`config.mk`:
```
export PLATFORM = sky130hd
export DESIGN_NAME = fsd_scale
export DESIGN_NICKNAME = d
export VERILOG_FILES = /design/src/rtl/core/fsd_pkg.sv /design/src/rtl/core/fsd_scale.sv
export SDC_FILE = /design/constraint.sdc
export NUM_CORES = 1
export LEC_CHECK = 0
export ABC_AREA = 1
export ABC_CLOCK_PERIOD_IN_PS = 6600
export BUFFER_PORTS_ARGS = -buffer_cell sky130_fd_sc_hd__clkbuf_2
export CAP_MARGIN = 5
export CORE_ASPECT_RATIO = 0.7
export CORE_MARGIN = 3
export CORE_UTILIZATION = 45
export CTS_CLUSTER_DIAMETER = 30
export DETAILED_ROUTE_END_ITERATION = 16
export GPL_ROUTABILITY_DRIVEN = 0
export PLACE_DENSITY = 0.61
export SETUP_SLACK_MARGIN = 0.1
export SLEW_MARGIN = 25
export SYNTH_ARGS = -nofsm -noshare
export SYNTH_HDL_FRONTEND = slang
export SYNTH_SLANG_ARGS = --single-unit
```
`constraint.sdc`:
```
create_clock -name clk -period 6.6 [get_ports clk]
set_input_delay 0.99 -clock clk [delete_from_list [all_inputs] [get_ports clk]]
set_output_delay 0.99 -clock clk [all_outputs]
set_load 0.005 [all_outputs]
```
`src/rtl/core/fsd_pkg.sv`:
```
// ----------------------------------------------------------------------------
// fsd_pkg: shared types and constants of the four-step phase decoder
// angle constants in q60 radians, cordic word layout, angle kinds
// ----------------------------------------------------------------------------
package fsd_pkg;

  // pi/4 in q60 radians and its multiples
  localparam logic [63:0] QUARTER_PI = 64'h0C90FDAA22168C23;
  localparam logic [63:0] HALF_PI    = 64'h1921FB54442D1846;
  localparam logic [63:0] PI         = 64'h3243F6A8885A308C;
  localparam logic [63:0] TWO_PI     = 64'h6487ED5110B46118;

  localparam int unsigned CORDIC_STEPS = 58;
  localparam int unsigned VEC_SHIFT    = 52;
  localparam int unsigned ANGLE_BITS_DEFAULT = 16;

  localparam int unsigned SAMPLE_W = 8;
  localparam int unsigned PERIOD_W = 11;
  localparam int unsigned PHASE_W  = 16;
  localparam int unsigned PIXEL_W  = 19;
  localparam logic [PERIOD_W-1:0] PERIOD_RESET = 11'd16;
  localparam logic [PIXEL_W:0]    HALF_PIXEL_Q8 = 20'd128;

  // how the first-quadrant angle is found
  typedef enum logic [1:0] {
    KIND_CORDIC = 2'd0,
    KIND_ZERO   = 2'd1,
    KIND_RIGHT  = 2'd2,
    KIND_DIAG   = 2'd3
  } kind_t;

  typedef struct packed {
    kind_t kind;
    logic  c_neg;
    logic  s_neg;
  } side_t;

  typedef struct packed {
    logic [63:0] x;
    logic [63:0] y;
    logic [63:0] z;
    side_t       side;
  } cordic_t;

  // atan(2^-i) in q60 radians from the truncated series, elaboration only
  function automatic logic [63:0] atan_pow2(input int unsigned i);
    logic [63:0] sum;
    logic [63:0] term;
    int unsigned k;
    sum = '0;
    if (i == 0) begin
      return QUARTER_PI;
    end
    for (k = 0; k < 31; k++) begin
      if (i * (2 * k + 1) <= 60) begin
        term = (64'd1 << (60 - i * (2 * k + 1))) / 64'(2 * k + 1);
        if (k[0]) begin
          sum = sum - term;
        end else begin
          sum = sum + term;
        end
      end
    end
    return sum;
  endfunction

endpackage

```
`src/rtl/core/fsd_scale.sv`:
```
// ----------------------------------------------------------------------------
// fsd_scale: period scaling and output buffer
// multiplies phase by the period, adds half a pixel, wraps, and holds
// finished words in an output register with one skid entry
// ----------------------------------------------------------------------------
module fsd_scale #(
  parameter int unsigned ANGLE_BITS = fsd_pkg::ANGLE_BITS_DEFAULT
) (
  input  logic                          clk,
  input  logic                          rst,
  input  logic                          en,
  input  logic                          valid_in,
  input  logic [ANGLE_BITS-1:0]         phase_in,
  input  logic [fsd_pkg::PERIOD_W-1:0]  fringe_period,
  output logic                          advance,
  output logic                          out_valid,
  input  logic                          out_ready,
  output logic [fsd_pkg::PHASE_W-1:0]   wrapped_phase,
  output logic [fsd_pkg::PIXEL_W-1:0]   pixel_offset
);

  localparam int unsigned PROD_W = ANGLE_BITS + fsd_pkg::PERIOD_W;
  localparam int unsigned WIDE_W =
    (ANGLE_BITS > fsd_pkg::PHASE_W) ? ANGLE_BITS : fsd_pkg::PHASE_W;
  localparam int unsigned WORD_W = fsd_pkg::PHASE_W + fsd_pkg::PIXEL_W;

  logic                  prod_valid;
  logic [PROD_W-1:0]     prod;
  logic [ANGLE_BITS-1:0] phase;

  logic [fsd_pkg::PIXEL_W-1:0] scaled;
  logic [fsd_pkg::PIXEL_W:0]   pix;
  logic [fsd_pkg::PIXEL_W:0]   lim;
  logic [fsd_pkg::PIXEL_W:0]   pix_wrapped;
  logic [WIDE_W-1:0]           phase_wide;
  logic [WORD_W-1:0]           word_new;

  logic              skid_valid;
  logic [WORD_W-1:0] out_word;
  logic [WORD_W-1:0] skid_word;
  logic              push;
  logic              pop;

  // multiply stage
  always_ff @(posedge clk) begin
    if (rst) begin
      prod_valid <= 1'b0;
    end else if (en) begin
      prod_valid <= valid_in;
    end
  end

  always_ff @(posedge clk) begin
    if (en) begin
      prod  <= PROD_W'(phase_in) * PROD_W'(fringe_period);
      phase <= phase_in;
    end
  end

  // offset and wrap
  always_comb begin
    scaled      = prod[PROD_W-1:ANGLE_BITS-8];
    pix         = {1'b0, scaled} + fsd_pkg::HALF_PIXEL_Q8;
    lim         = {1'b0, fringe_period, 8'd0};
    pix_wrapped = (pix > lim) ? pix - lim : pix;
    phase_wide  = WIDE_W'(phase);
    word_new    = {pix_wrapped[fsd_pkg::PIXEL_W-1:0], phase_wide[fsd_pkg::PHASE_W-1:0]};
  end

  assign push    = en && prod_valid;
  assign pop     = out_valid && out_ready;
  assign advance = !skid_valid;

  always_ff @(posedge clk) begin
    if (rst) begin
      out_valid  <= 1'b0;
      skid_valid <= 1'b0;
    end else if (skid_valid) begin
      if (pop) begin
        skid_valid <= 1'b0;
      end
    end else if (push) begin
      if (!out_valid || pop) begin
        out_valid <= 1'b1;
      end else begin
        skid_valid <= 1'b1;
      end
    end else if (pop) begin
      out_valid <= 1'b0;
    end
  end

  always_ff @(posedge clk) begin
    if (skid_valid) begin
      if (pop) begin
        out_word <= skid_word;
      end
    end else if (push) begin
      if (!out_valid || pop) begin
        out_word <= word_new;
      end else begin
        skid_word <= word_new;
      end
    end
  end

  assign wrapped_phase = out_word[fsd_pkg::PHASE_W-1:0];
  assign pixel_offset  = out_word[WORD_W-1:fsd_pkg::PHASE_W];

endmodule

```
== Word-level counts from Yosys, hierarchy flattened ==
Index checks and enable logic that the tools add are counted.
Storage, ports and cells
  register bits after elaboration: 116
  input bits: 32
Cells by class
  bitwise gates (word level): 2
  reductions and logical operators: 11
  eq/ne operators: 2
  multiply operators: 1
  magnitude comparators: 1
  add/subtract/negate cells: 2
  muxes and demuxes: 12
Operators with widths (count)
  $mux W35: 4
  $mul A16 B11 Y27: 1
  $add A19 B8 Y20 const B: 1
  $gt A20 B19 Y1: 1
  $mux W19: 1
  $sub A19 B19 Y19: 1
  $reduce_and A3 Y1: 3
  $mux W1: 7
  $reduce_bool A2 Y1: 3
  $ne A2 B1 Y1 const B: 2
  $logic_and A1 B1 Y1: 2
  $logic_not A1 Y1: 2
  $not A1 Y1: 2
  $logic_or A1 B1 Y1: 1

== Longest topological paths before layout ==
Gate-level depths: netlist of the first run.
  word-level depth: 6
  mapped depth: 24
  gate-level depth less buffers: 22

== Worst setup path before layout of the first run ==
Ideal clock, no wire load.
  path type: input to register
  start: input port fringe_period[10] (netlist bit)
  end: register prod[21], data pin
  slack: 0.960 ns
  library setup time: 0.259 ns
  data arrival time: 5.381 ns
  required time: 6.341 ns
  cell stages on the path: 18
  buffers on the path: 2
  cells stage by stage: clkbuf_1 clkbuf_1 nand2_1 fa_1 fa_1 inv_1 fa_1 fa_1 inv_1 fa_1 inv_1 ha_1 a21o_1 a21oi_1 o21ai_0 nand2_1 nand3_1 xor2_1
On the way
  word-level cells in the longest chain between the ends: 1
RTL lines
  from (decl): RTL line fsd_scale.sv:14  | input logic [fsd_pkg::PERIOD_W-1:0] fringe_period,
  $mul A16 B11 Y27: RTL line fsd_scale.sv:55  | prod <= PROD_W'(phase_in) * PROD_W'(fringe_period);
  to (signal assigned): RTL line fsd_scale.sv:55
  to (decl): RTL line fsd_scale.sv:28  | logic [PROD_W-1:0] prod;
Every way passes these cells.
A chain may end at the register's enable or synchronous reset.

== Worst setup path in the final report of the first run ==
  start: input port fringe_period[7] (netlist bit)
  end: register prod[16], data pin
Same word-level chain as after synthesis.

==> impl_metrics.env, run 1 <==
export IMPL_status="complete, no violations"
export IMPL_rows=47
export IMPL_fill_cells=2281
export IMPL_total_leakage_power_nw=6.31
export IMPL_path_delay_family="adder cells"
export IMPL_io_pins=69
export IMPL_htree_num_levels=3
export IMPL_most_common_layout_cells="397 x nand2_1, 315 x inv_1, 125 x fa_1, 105 x edfxtp_1, 74 x ha_1"
export IMPL_area_growth_pct=8.52
export IMPL_ctsHoldBuffers=0
export IMPL_arrival_ps=5750
export IMPL_syn_nets=1541
export IMPL_fin_worst_skew_ps=10.8
export IMPL_core_area_mm2=0.0238
export IMPL_finalNetCount=1580
export IMPL_start_kind="input pin"
export IMPL_routedWlPerCell_um=15.3
export IMPL_grt_pass1_wl_mm=43.1
export IMPL_drive_above_1_share=0.0857
export IMPL_critPathBufInv=5
export IMPL_post_cts_buffers=0
export IMPL_fin_crit_sh=0.856
export IMPL_via_per_inst=4.90
export IMPL_hold_viol=0
export IMPL_cp_end_kind="register"
export IMPL_maxCapViolCount=0
export IMPL_stdcell_area_mm2=0.0119
export IMPL_finalNonFillerCells=1672
export IMPL_ys_types=34
export IMPL_wirelength_mm=25.6
export IMPL_yosysSeqAreaShare=0.294
export IMPL_cts_tree="built"
export IMPL_antenna_found_initial=0
export IMPL_synth_edff_count=105
export IMPL_drtAntennaViolNets=0
export IMPL_r2r_start="prod[15]"
export IMPL_dr_pass1_iters=5
export IMPL_setup_viol=0
export IMPL_ys_flop_type="edfxtp_1"
export IMPL_clock_latency_ps=360
export IMPL_die_w_um=192
export IMPL_overflow=0
export IMPL_rsz0062_at_grt="no"
export IMPL_dr_total_vias=8189
export IMPL_critPathLaunch="fringe_period[7]"
export IMPL_cp_cell_sequence="clkbuf_2 > nand2_1 > fa_1 > inv_1 > fa_1 > fa_1 > fa_1 > inv_1 > fa_1 > inv_1 > ha_1 > nand2_1 > inv_1 > a21oi_1 > o21ai_0 > a21oi_1 > xnor2_1"
export IMPL_layout_commonest_cell="nand2_1"
export IMPL_syn_area_mm2=0.0109
export IMPL_cts_inserted_buffers=9
export IMPL_dieArea_mm2=0.0262
export IMPL_required_ps=6700
export IMPL_peakVddDrop_mv=0.297
export IMPL_async_reset_ff_frac=0
export IMPL_critPathMostFrequentCell="fa_1"
export IMPL_syn_inst=1310
export IMPL_grt_pass1_vias=8056
export IMPL_drc=0
export IMPL_root_buffer="clkbuf_16"
export IMPL_finalCriticalPeriod_ps=5650
export IMPL_place_area_mm2=0.0115
export IMPL_cp_slowest_stage_delay_ps=580
export IMPL_max_slew_margin_rel=0.303
export IMPL_diodes=0
export IMPL_initial_core_util=0.460
export IMPL_track_usage=0.210
export IMPL_yosys_warnings=0
export IMPL_fmax_mhz=177
export IMPL_finalMaxSlewViolations=0
export IMPL_powerDensity_mw_per_mm2=457
export IMPL_layout_setup_ws_ps=948
export IMPL_dp_slack_ps=658
export IMPL_die_y_um=136
export IMPL_cts_num_sinks=108
export IMPL_finalSetupTns_ps=0
export IMPL_cts_resized=0
export IMPL_ys_ff_latch=108
export IMPL_crit_path_top_delay_cell="fa_1"
export IMPL_clk_pin_slew_ps=70
export IMPL_crit_type="input pin to register"
export IMPL_io_buffers=68
export IMPL_hold_class="register to register"
export IMPL_hp_start="phase[9]"
export IMPL_dp_hpwl_mm=21.0
export IMPL_worstPathMaxFanout=17
export IMPL_ctsLongestPathBuffers=2
export IMPL_drtIter0Drc=655
export IMPL_grt_max_degree=43
export IMPL_placed_cells=1654
export IMPL_syn_avg_cell_area_um2=8.34
export IMPL_worst_slew_pin_slew_ps=1040
## worst register-to-register path, delay by kind of cell, from the launching register on
family | cells | cell delay, ps
buf+inv | 2 | 240
simple gates | 13 | 1380
flops | 1 | 440
xor+xnor | 1 | 330
fa+ha+maj | 2 | 620
## sequential cells by signal, indices dropped and copies added, names as in the netlist
register    count
out_word       35
out_valid       1
phase          16
skid_valid      1
prod           19
skid_word      35
prod_valid      1
## cell type report
class,instances,area [µm²],area share
clock buffer,10,229,0.0193
sequential,108,3210,0.271
tap,318,398,0.0336
clock inverter,6,60.1,0.00506
timing repair buffer,74,425,0.0359
multi-input combinational,840,6350,0.535
inverter,316,1190,0.100
## per-layer routing
metal	vias to the layer above	wire length, µm	global-route usage
met4	0	269	0.0404
met2	286	10200	0.297
met3	20	2140	0.0374
li1	4003	-	-
met5	-	0	0
met1	3880	13000	0.336
## stage by stage
stage,utilization,hold slack [ps],total power [mW]
6_report,0.499,450,5.43
3_3_place_gp,0.485,432,4.87
3_5_place_dp,0.485,432,4.87
2_1_floorplan,-,426,3.82
5_1_grt,0.499,473,6.01
4_1_cts,0.497,451,5.43
## report_power, final
group	switching (mW)	internal (mW)	total, mW
logic	2.45	1.35	3.79
registers	0.0740	1.03	1.11
clock network	0.262	0.264	0.526
## final timing paths
check	end	slack, ps	cells after the start
min	skid_word[9]	450	0
max reg2reg	out_word[29]	3370	18
max	prod[16]	950	17
min reg2reg	skid_word[9]	450	0
## kinds of logic (layout without fill, tap and decap cells)
| logic type | count (synthesis) | in the layout | synth area share |
|---|---|---|---|
| XOR/XNOR | 25 | 25 | 0.0200 |
| adder cells (fa/ha/maj) | 199 | 199 | 0.314 |
| multiplexers | 1 | 1 | 0.000916 |
| AO/OA/AOI/OAI | 65 | 65 | 0.0332 |
| flip-flops | 108 | 108 | 0.294 |
| buffers and inverters | 362 | 406 | 0.127 |
| AND/OR/NAND/NOR | 550 | 550 | 0.212 |
## cell usage after synthesis, types with 10 or more instances
library cell	number	share of area
edfxtp_1	105	0.29
and2_1	10	0.0057
nand2_1	397	0.14
nand3_1	48	0.022
inv_1	315	0.11
nor2_1	47	0.016
nand4_1	11	0.0063
nor3_1	10	0.0046
ha_1	74	0.085
a21oi_1	36	0.016
nand2_2	12	0.0069
xor2_1	17	0.014
clkbuf_1	41	0.014
o21ai_0	15	0.0069
fa_1	125	0.23
Note: power is estimated with default switching activity, not from simulation.
==> run 2: changes to the inputs <==
Settings changed: ABC_CLOCK_PERIOD_IN_PS 6600 to 5500, CAP_MARGIN 5 to 10, CELL_PAD_IN_SITES_DETAIL_PLACEMENT set to 0, CELL_PAD_IN_SITES_GLOBAL_PLACEMENT set to 2, CORE_UTILIZATION 45 to 38, PLACE_DENSITY 0.61 to 0.8.
Clock period 6.6 ns to 5.5 ns, I/O delays scaled along.
==> impl_metrics.env, run 2 (synthesis results as in run 1) <==
export IMPL_status="complete, no violations"
export IMPL_stdcell_area_mm2=0.0128
export IMPL_dr_total_vias=8527
export IMPL_cp_end_kind="register"
export IMPL_worstReg2RegEnd="out_word[30]"
export IMPL_powerDensity_mw_per_mm2=593
export IMPL_start_kind="input pin"
export IMPL_place_area_mm2=0.0123
export IMPL_layout_commonest_cell="nand2_1"
export IMPL_seq_area_mm2=0.00321
export IMPL_diodes=0
export IMPL_most_common_layout_cells="395 x nand2_1, 315 x inv_1, 123 x fa_1, 105 x edfxtp_1, 79 x buf_4"
export IMPL_worst_slew_pin_slew_ps=564
export IMPL_io_buffers=68
export IMPL_initial_core_util=0.389
export IMPL_antenna_found_initial=0
export IMPL_area_growth_pct=16.8
export IMPL_cts_tree="built"
export IMPL_root_buffer="clkbuf_16"
export IMPL_die_w_um=209
export IMPL_grt_pass1_vias=8630
export IMPL_post_cts_buffers=0
export IMPL_finalSetupTns_ps=0
export IMPL_via_per_inst=4.72
export IMPL_ctsLongestPathBuffers=2
export IMPL_htree_num_levels=3
export IMPL_cts_num_sinks=108
export IMPL_r2r_slack_ps=2090
export IMPL_finalNonFillerCells=1805
export IMPL_io_pins=69
export IMPL_cts_inserted_buffers=9
export IMPL_die_y_um=148
export IMPL_worstRegToRegCells=18
export IMPL_cts_resized=0
export IMPL_required_ps=5610
export IMPL_worstPathMaxFanout=4
export IMPL_track_usage=0.201
export IMPL_rsz0062_at_grt="no"
export IMPL_placed_cells=1788
export IMPL_finalCriticalPeriod_ps=5150
export IMPL_wirelength_mm=29.7
export IMPL_multiInputGateArea_mm2=0.00650
export IMPL_hold_class="register to register"
export IMPL_overflow=0
export IMPL_routedWlPerCell_um=16.4
export IMPL_core_area_mm2=0.0281
export IMPL_finalMaxSlewViolations=0
export IMPL_grt_max_degree=43
export IMPL_drtIter0Drc=685
export IMPL_dr_pass1_iters=5
export IMPL_finalNetCount=1660
export IMPL_total_leakage_power_nw=6.75
export IMPL_clk_pin_slew_ps=80
export IMPL_setup_viol=0
export IMPL_dp_hpwl_mm=25.3
export IMPL_fmax_mhz=194
export IMPL_maxCapViolCount=0
export IMPL_grt_pass1_wl_mm=48.7
export IMPL_reg_largest_list="out_word (35), skid_word (35), prod (19)"
export IMPL_dieArea_mm2=0.0309
export IMPL_max_slew_margin_rel=0.623
export IMPL_drc=0
export IMPL_arrival_ps=5260
export IMPL_fin_worst_skew_ps=19.5
export IMPL_hp_start="phase[4]"
export IMPL_drive_above_1_share=0.154
export IMPL_drtAntennaViolNets=0
export IMPL_crit_type="input pin to register"
export IMPL_hold_viol=0
export IMPL_peakVddDrop_mv=0.390
export IMPL_fill_cells=2861
export IMPL_ctsHoldBuffers=0
export IMPL_holdPathStages=0
export IMPL_r2r_start="prod[15]"
export IMPL_clock_latency_ps=360
export IMPL_min_to="skid_word[4]"
export IMPL_rows=51
export IMPL_fin_crit_sh=0.936
==> run 2: changes by cell type in the layout (fill, tap and decap cells not counted), moves of 3 or more <==
cell | before | now
ha_1 | 74 | 70
buf_12 | 0 | 5
buf_4 | 4 | 79
a21oi_1 | 36 | 28
nor3_1 | 10 | 5
a21oi_2 | 0 | 7
nor3_2 | 0 | 3
o21ai_0 | 15 | 12
clkbuf_2 | 68 | 56
ha_4 | 0 | 3
clkbuf_4 | 0 | 10
==> run 2: routing by layer <==
metal | share of wire | vias to the layer above | track usage
met5 | 0 | - | 0
met4 | 0.0091 | 0 | 0.0311
met3 | 0.063 | 16 | 0.0380
met2 | 0.38 | 199 | 0.269
met1 | 0.55 | 4145 | 0.336
li1 | - | 4167 | -
==> run 2: worst max path at each step <==
| stage | startpoint | endpoint | slack, ps |
|---|---|---|---|
| after floorplan | fringe_period[5] | prod[23] | 110 |
| after global placement | fringe_period[7] | prod[16] | -290 |
| after detailed placement | fringe_period[6] | prod[16] | -230 |
| after CTS | fringe_period[6] | prod[16] | 100 |
| after global routing | fringe_period[6] | prod[22] | 110 |
| final | phase_in[12] | prod[24] | 350 |
==> run 2: final cells by class <==
cell class / instances / area share
Inverter: 316 / 0.0929
Multi-Input combinational cell: 840 / 0.509
Clock inverter: 6 / 0.00480
Sequential cell: 108 / 0.252
Clock buffer: 10 / 0.0179
Timing Repair Buffer: 154 / 0.0872
Tap cell: 371 / 0.0364
==> run 2: per-stage QoR <==
step / utilization / hold WS (ps) / power [mW] / setup slack (ps)
global placement: 0.436 / 431 / 6.60 / -291
finish: 0.455 / 449 / 7.57 / 352
floorplan: - / 426 / 4.59 / 107
CTS: 0.447 / 442 / 7.22 / 104
global route: 0.455 / 452 / 8.40 / 105
detailed placement: 0.437 / 434 / 6.52 / -227
==> run 2: power by group <==
group	switching, mW	internal, mW
registers	0.102	1.24
clock network	0.326	0.318
logic	3.34	2.24
total	3.77	3.80
==> run 2: worst max-delay path, cell delays in order <==
cell      delay, ps
clkbuf_2        130
buf_4           160
buf_4           140
nand2_1          70
fa_1            440
fa_1            510
inv_1            50
fa_1            480
fa_1            560
inv_1            60
fa_1            540
inv_1            50
ha_2            380
nand2_2         120
nor2_1          120
inv_1           110
nor3_4          160
nand4_1         160
nand4_1         120
nand2_1          70
==> run 3: changes to the inputs <==
Settings changed: RECOVER_POWER set to 50.
==> impl_metrics.env, run 3 (synthesis results as in run 1) <==
export IMPL_drtIter0Drc=690
export IMPL_crit_type="input pin to register"
export IMPL_drc=0
export IMPL_layout_commonest_cell="nand2_1"
export IMPL_clock_latency_ps=360
export IMPL_drtAntennaViolNets=0
export IMPL_dr_total_vias=8510
export IMPL_antenna_found_initial=0
export IMPL_cts_num_sinks=108
export IMPL_maxCapViolCount=3
export IMPL_peakVddDrop_mv=0.390
export IMPL_overflow=0
export IMPL_fmax_mhz=193
export IMPL_final_util=0.453
export IMPL_required_ps=5610
export IMPL_holdPathStages=0
export IMPL_arrival_ps=5300
export IMPL_powerDensity_mw_per_mm2=595
export IMPL_io_buffers=68
export IMPL_dp_hpwl_mm=25.3
export IMPL_cp_slowest_stage_delay_ps=570
export IMPL_status="finished, violations left"
export IMPL_htree_num_levels=3
export IMPL_cp_cell_sequence="clkbuf_1 > nand2_1 > fa_1 > fa_1 > inv_1 > fa_2 > fa_1 > inv_1 > fa_1 > inv_1 > ha_1 > a21o_1 > a21oi_2 > o21bai_1 > a21oi_1 > nand2_1 > nand2_1 > nand2_1"
export IMPL_max_slew_margin_rel=-0.443
export IMPL_most_common_layout_cells="395 x nand2_1, 315 x inv_1, 123 x fa_1, 105 x edfxtp_1, 74 x buf_4"
export IMPL_fin_crit_sh=0.943
export IMPL_initial_core_util=0.389
export IMPL_die_y_um=148
export IMPL_worstPathMaxFanout=5
export IMPL_track_usage=0.201
export IMPL_io_pins=69
export IMPL_fin_worst_skew_ps=19.3
export IMPL_cts_tree="built"
export IMPL_stdcell_area_mm2=0.0127
export IMPL_cts_inserted_buffers=9
export IMPL_rows=51
export IMPL_path_delay_family="adder cells"
export IMPL_total_leakage_power_nw=6.66
export IMPL_routedWlPerCell_um=16.5
export IMPL_clk_pin_slew_ps=80
export IMPL_post_cts_buffers=0
export IMPL_dr_pass1_iters=5
export IMPL_area_growth_pct=16.4
export IMPL_grt_pass1_wl_mm=48.7
export IMPL_grt_pass1_vias=8630
export IMPL_via_per_inst=4.71
export IMPL_hold_viol=0
export IMPL_crit_path_top_delay_cell="fa_1"
export IMPL_reg_largest_list="out_word (35), skid_word (35), prod (19)"
export IMPL_diodes=0
export IMPL_setup_viol=0
export IMPL_start_kind="input pin"
export IMPL_core_area_mm2=0.0281
export IMPL_violations="max-capacitance violations, max-slew violations"
export IMPL_place_area_mm2=0.0123
export IMPL_critPathBufInv=4
export IMPL_dieArea_mm2=0.0309
export IMPL_path_depth=18
export IMPL_cp_end_kind="register"
export IMPL_finalNetCount=1660
export IMPL_finalCriticalPeriod_ps=5190
export IMPL_wirelength_mm=29.7
export IMPL_drive_above_1_share=0.134
export IMPL_worst_slew_pin_slew_ps=2160
export IMPL_hold_ws_ps=450
export IMPL_grt_max_degree=43
export IMPL_die_w_um=209
export IMPL_finalMaxSlewViolations=113
export IMPL_ctsLongestPathBuffers=2
export IMPL_hold_class="register to register"
export IMPL_rsz0062_at_grt="no"
export IMPL_worstRegToRegCells=6
export IMPL_root_buffer="clkbuf_16"
run 3: changes by cell type in the layout (fill, tap and decap cells not counted), sizes merged:
cell	change
buf	-4
clkbuf	+4
run 3: final cells by class:
class / instances / area [µm²]
multi-input combinational: 840 / 6500
fill: 2871 / 15400
inverter: 316 / 1190
sequential: 108 / 3210
clock inverter: 6 / 61.3
clock buffer: 10 / 229
timing repair buffer: 154 / 1060
tap: 371 / 464
run 3: where the power goes:
group          internal, mW  total [mW]  switching, mW
clock network         0.318       0.643          0.325
logic                  2.24        5.58           3.34
registers              1.24        1.34          0.102
total                  3.80        7.57           3.77
run 3: final timing paths:
kind | start | to | slack [ps]
max | phase_in[1] | prod[23] | 310
min | phase[4] | skid_word[4] | 450
max reg2reg | skid_valid | skid_word[16] | 1580
min reg2reg | phase[4] | skid_word[4] | 450
run 3: worst reg2reg max path, stage by stage, from the launching register on:
cell and delay, ps:
dfxtp_1 300, clkbuf_1 730, clkinv_1 240, clkbuf_1 1220, nand3_1 310, nor2_4 560, buf_16 240
run 3: stage by stage:
stage / setup slack, ps / cells / setup TNS [ps] / total power [mW]
3_3_place_gp: -291 / 1787 / -1470 / 6.60
4_1_cts: 104 / 1804 / 0 / 7.22
2_1_floorplan: 107 / 1310 / 0 / 4.59
5_1_grt: 67.6 / 1805 / 0 / 8.39
3_5_place_dp: -227 / 1788 / -1030 / 6.52
6_report: 314 / 1805 / 0 / 7.57
run 3: per-layer routing:
layer,vias to the layer above,global-route usage,routed length [µm]
met5,-,0,0
met3,18,0.0380,1810
li1,4164,-,-
met1,4145,0.336,16400
met2,183,0.269,11200
met4,0,0.0311,272
run 3: timing repair:
| action | 4_1_cts | 5_1_grt |
|---|---|---|
| resized for setup | 0 | 54 |
| hold buffers | 0 | 0 |
| setup endpoints to repair | 0 | 13 |
